## src/design/sfc_pkg.sv

```systemverilog
// ----------------------------------------------------------------------------
// sfc_pkg
// shared types and constants of the shannon-fano code builder
// ----------------------------------------------------------------------------
package sfc_pkg;

    localparam int MaxSymbolsDef = 64;

    typedef enum logic [3:0] {
        ST_LOAD,
        ST_INIT,
        ST_POP,
        ST_POPW,
        ST_LEAF,
        ST_LEAFW,
        ST_SPLIT_RD,
        ST_SPLIT_WAIT,
        ST_WALK_RD,
        ST_WALK_ACC,
        ST_PUSH_R,
        ST_PUSH_L,
        ST_DONE
    } t_state;

    // controller to datapath commands
    typedef struct packed {
        logic store_entry;
        logic init;
        logic pop_addr;
        logic pop_take;
        logic leaf_rd;
        logic leaf_emit;
        logic split_rd;
        logic split_take;
        logic walk_rd;
        logic walk_acc;
        logic push_r;
        logic push_l;
        logic finish;
    } t_cmd;

    // datapath to controller status
    typedef struct packed {
        logic empty_table;
        logic stack_empty;
        logic cur_single;
        logic cur_skip;
        logic walk_done;
    } t_status;

endpackage

```

## src/design/sfc_ctrl.sv

```systemverilog
// ----------------------------------------------------------------------------
// sfc_ctrl
// controller state machine of the code builder
// ----------------------------------------------------------------------------
module sfc_ctrl (
    input  logic             i_clk,
    input  logic             i_rst_n,
    input  logic             i_start,
    input  logic             i_last,
    input  sfc_pkg::t_status i_status,
    output sfc_pkg::t_cmd    o_cmd,
    output logic             o_busy
);
    import sfc_pkg::*;

    t_state r_state, n_state;

    always_ff @(posedge i_clk) begin
        if (!i_rst_n) begin
            r_state <= ST_LOAD;
        end else begin
            r_state <= n_state;
        end
    end

    always_comb begin
        n_state = r_state;
        case (r_state)
            ST_LOAD: begin
                if (i_start && i_last) begin
                    n_state = ST_INIT;
                end
            end
            ST_INIT: begin
                n_state = i_status.empty_table ? ST_DONE : ST_POP;
            end
            ST_POP: begin
                n_state = i_status.stack_empty ? ST_DONE : ST_POPW;
            end
            ST_POPW: begin
                if (i_status.cur_skip) begin
                    n_state = ST_POP;
                end else if (i_status.cur_single) begin
                    n_state = ST_LEAF;
                end else begin
                    n_state = ST_SPLIT_RD;
                end
            end
            ST_LEAF:       n_state = ST_LEAFW;
            ST_LEAFW:      n_state = ST_POP;
            ST_SPLIT_RD:   n_state = ST_SPLIT_WAIT;
            ST_SPLIT_WAIT: n_state = i_status.walk_done ? ST_PUSH_R : ST_WALK_RD;
            ST_WALK_RD:    n_state = ST_WALK_ACC;
            ST_WALK_ACC:   n_state = i_status.walk_done ? ST_PUSH_R : ST_WALK_RD;
            ST_PUSH_R:     n_state = ST_PUSH_L;
            ST_PUSH_L:     n_state = ST_POP;
            ST_DONE:       n_state = ST_LOAD;
            default:       n_state = ST_LOAD;
        endcase
    end

    always_comb begin
        o_cmd = '0;
        o_busy = 1'b1;
        case (r_state)
            ST_LOAD: begin
                o_busy = 1'b0;
                o_cmd.store_entry = i_start;
            end
            ST_INIT:       o_cmd.init = 1'b1;
            ST_POP:        o_cmd.pop_addr = 1'b1;
            ST_POPW:       o_cmd.pop_take = 1'b1;
            ST_LEAF:       o_cmd.leaf_rd = 1'b1;
            ST_LEAFW:      o_cmd.leaf_emit = 1'b1;
            ST_SPLIT_RD:   o_cmd.split_rd = 1'b1;
            ST_SPLIT_WAIT: o_cmd.split_take = 1'b1;
            ST_WALK_RD:    o_cmd.walk_rd = 1'b1;
            ST_WALK_ACC:   o_cmd.walk_acc = 1'b1;
            ST_PUSH_R:     o_cmd.push_r = 1'b1;
            ST_PUSH_L:     o_cmd.push_l = 1'b1;
            ST_DONE:       o_cmd.finish = 1'b1;
            default:       o_cmd = '0;
        endcase
    end
endmodule

```

## config.mk

```make
export PLATFORM = sky130hd
export DESIGN_NAME = sfc_ctrl
export DESIGN_NICKNAME = d
export VERILOG_FILES = /design/src/design/sfc_pkg.sv /design/src/design/sfc_ctrl.sv
export SDC_FILE = /design/constraint.sdc
export NUM_CORES = 1
export LEC_CHECK = 0
export ABC_AREA = 1
export BUFFER_PORTS_ARGS = -buffer_cell sky130_fd_sc_hd__buf_2
export CAP_MARGIN = 20
export CORE_AREA = 2 2 39 41
export CTS_BUF_LIST = sky130_fd_sc_hd__clkbuf_4 sky130_fd_sc_hd__clkbuf_8
export CTS_CLUSTER_DIAMETER = 80
export DETAILED_ROUTE_END_ITERATION = 8
export DIE_AREA = 0 0 41 43
export SLEW_MARGIN = 25
export SYNTH_ARGS = -nofsm -noshare
export SYNTH_HDL_FRONTEND = slang
export SYNTH_SLANG_ARGS = --single-unit
```

## constraint.sdc

```tcl
create_clock -name i_clk -period 0.9 [get_ports i_clk]
set_input_delay 0.09 -clock i_clk [delete_from_list [all_inputs] [get_ports i_clk]]
set_output_delay 0.09 -clock i_clk [all_outputs]
set_load 0.01 [all_outputs]
```

==> flow_summary.yaml <==
placed_design:
  placed_area_um2: 567
  portBuffers: 22
  gp_routability_congestion: 0.800
  hpwlAfterDp_um: 855
detailed_routing:
  totalWireLength_um: 1520
  detail-route-antenna-nets: 0
  firstDrtPassIters: 3
  drc_errors: 0
  wl_per_cell_um: 11.3
  viasPerCell: 4.37
  drt_iter0_drc: 4
  vias: 586
yosys:
  synth_area_um2: 369
  synth_top_area_cell: "nand2_1"
  synth_area_leaders: "nand2_1 (28%), dfxtp_1 (22%), inv_1 (13%)"
  synth_warnings: 0
  ys_seq_area_share_pct: 21.7
  syn_nets: 84
  synth_top_area_share_pct: 28.5
  syn_inst: 75
  synth_cell_type_count: 10
  synth.avg_cell_area_um2: 4.92
  synth-seq-cells: 4
critical_path:
  cp_slowest_cell: "dfxtp_4"
  critPathKind: "reg2out"
  cp_cell_sequence: "inv_6 > nor2_4 > nand2_2 > buf_6 > inv_2 > buf_6"
  path_max_fanout: 4
  rr_startpoint: "r_state[2]"
  crit_required_ns: 0.81
  r2r-end: "r_state[1]"
  slowest_delay_ns: 0.38
  cp-start-kind: "register"
  r2r_slack_ns: -0.28
  r2r_cells: 9
  critPathArrivalTime_ns: 1.11
  crit_top_cell: "buf_6"
  end_kind: "output port"
floorplanning:
  pin_count: 23
  dieArea_um2: 1760
  coreArea_um2: 1380
  start_util_pct: 26.7
  die_y_um: 43
  num_rows: 14
  chipWidth_um: 41
sta:
  min_period_ns: 1.20
  fmax_mhz: 834
  skew_ns: 0.00689
  setup_ws_ns: -0.300
  fin_crit_sh_pct: 133
  setup_viol: 18
  rsz0062_at_grt: "yes"
  fin_tns_setup_ns: -4.44
  finalHoldViolCount: 0
  tightestPinTransition_ns: 0.177
  slew_headroom_pct: 88.1
  slew_violations: 0
power_and_ir_drop:
  combPwrFrac_pct: 73.0
  power_leakage_nw: 0.552
  seqPwrFrac_pct: 17.0
  pwr-share-clk_pct: 9.9
  power.internal_mw: 1.21
  irDropWorstVdd_uv: 1410
  power.density_nw_per_um2: 2440
  power_switching_mw: 1.07
  p_sw_share_pct: 46.9
status:
  status: "complete, but fails checks"
  violations: "negative setup slack"
cells_and_area:
  antenna_cells: 0
  largestRegisters: "r_state (4)"
  final_net_count: 129
  top_register: "r_state"
  largest_register_ffs: 4
  nFillCells: 98
  final_area_um2: 935
  drive_above_1_share_pct: 72.9
  area_growth_pct: 153
hold_path:
  hold_end: "r_state[1]"
  holdCritStartpoint: "i_rst_n"
  holdPathStages: 3
  hp-class: "in2reg"
global_routing:
  grt_use_total_pct: 17.4
  grt-ovfl-total: 0
  grt_max_degree: 6
  grt_pass1_vias: 547
  grt_first_pass_wirelength_um: 2170
  antenna_found_initial: 0
clock_tree:
  clkTransAtPathRegs_ns: 0.04
  htree_levels: 1
  cts-root-buf: "clkbuf_4"
  clock-sinks: 4
  clk_latency_ns: 0.24
  cts_tree: "yes"
  clockBufferDepth: 2
  numCtsBuffers: 3
  postCtsHoldBufs: 0
job:
  drv_cap: 0
==> logic make-up after synthesis <==
group / count (synthesis) / synth area share [%]
buffers and inverters: 17 / 17.3
AO/OA/AOI/OAI: 1 / 1.35
flip-flops: 4 / 21.7
AND/OR/NAND/NOR: 53 / 59.7
==> repair_timing <==
action	4_1_cts	5_1_grt
setup buffers	8	6
setup endpoints to repair	18	18
resized for setup	45	23
pin swaps	9	11
==> through the flow <==
stage          std cells  worst slack [ns]  hold slack (ns)  utilization (%)  power (mW)
4_1_cts              129            -0.310            0.106             58.6        1.92
3_3_place_gp         118            -0.160            0.347             41.0        1.16
6_report             134            -0.300            0.115             67.5        2.28
5_1_grt              134            -0.369            0.108             67.5        2.44
3_5_place_dp         118            -0.164            0.351             41.0        1.16
2_1_floorplan         75           -0.0534            0.217                -       0.879
==> cell usage after synthesis <==
cell,instances
nor2_2,4
dfxtp_1,4
nor2_1,13
a21oi_1,1
inv_1,13
nand3_1,3
nand2_1,28
nor3_1,4
inv_2,4
nand2_2,1
==> per-layer routing <==
| layer | GRT usage (%) | up-vias | wire length, µm |
|---|---|---|---|
| li1 | - | 304 | - |
| met1 | 21.1 | 266 | 622 |
| met2 | 29.1 | 14 | 819 |
| met3 | 6.28 | 2 | 55 |
| met4 | 2.00 | 0 | 21 |
| met5 | 0 | - | 0 |
==> worst max path at each step <==
| stage | startpoint | to | depth (start not counted) |
|---|---|---|---|
| 5_1_grt | r_state[0] | o_cmd[12] | 6 |
| 4_1_cts | r_state[2] | o_cmd[6] | 6 |
| 2_1_floorplan | r_state[2] | r_state[1] | 7 |
| 6_report | r_state[3] | o_cmd[3] | 6 |
| 3_3_place_gp | r_state[0] | o_cmd[12] | 6 |
| 3_5_place_dp | r_state[0] | o_cmd[12] | 6 |
==> power by group through the flow <==
stage | logic (mW) | registers [mW] | clock network (mW)
finish | 1.66 | 0.388 | 0.227
floorplan | 0.583 | 0.297 | 0
global placement | 0.853 | 0.304 | 0
CTS | 1.33 | 0.359 | 0.235
global route | 1.79 | 0.395 | 0.258
detailed placement | 0.859 | 0.303 | 0
==> cells in the final DEF, fill, tap and decap left out, drive strengths merged <==
cell type,instances
a21oi,1
buf,40
nand3,3
nand2,29
inv,17
clkbuf,3
nor2,17
dfxtp,4
nor3,4
==> layout make-up <==
| class | count | area, µm² | area share (%) |
|---|---|---|---|
| Clock buffer | 3 | 22.5 | 2.41 |
| Inverter | 17 | 86.3 | 9.24 |
| Multi-Input combinational cell | 54 | 392 | 41.9 |
| Sequential cell | 4 | 95.1 | 10.2 |
| Tap cell | 16 | 20.0 | 2.14 |
| Timing Repair Buffer | 40 | 319 | 34.1 |
==> worst max-delay path: cells and delay by family, from the launching register on <==
kind | cells | cell delay, ns
AND/OR/NAND/NOR | 2 | 0.20
flip-flops | 1 | 0.38
buffers and inverters | 4 | 0.29
Power figures use the tool's default switching activity.
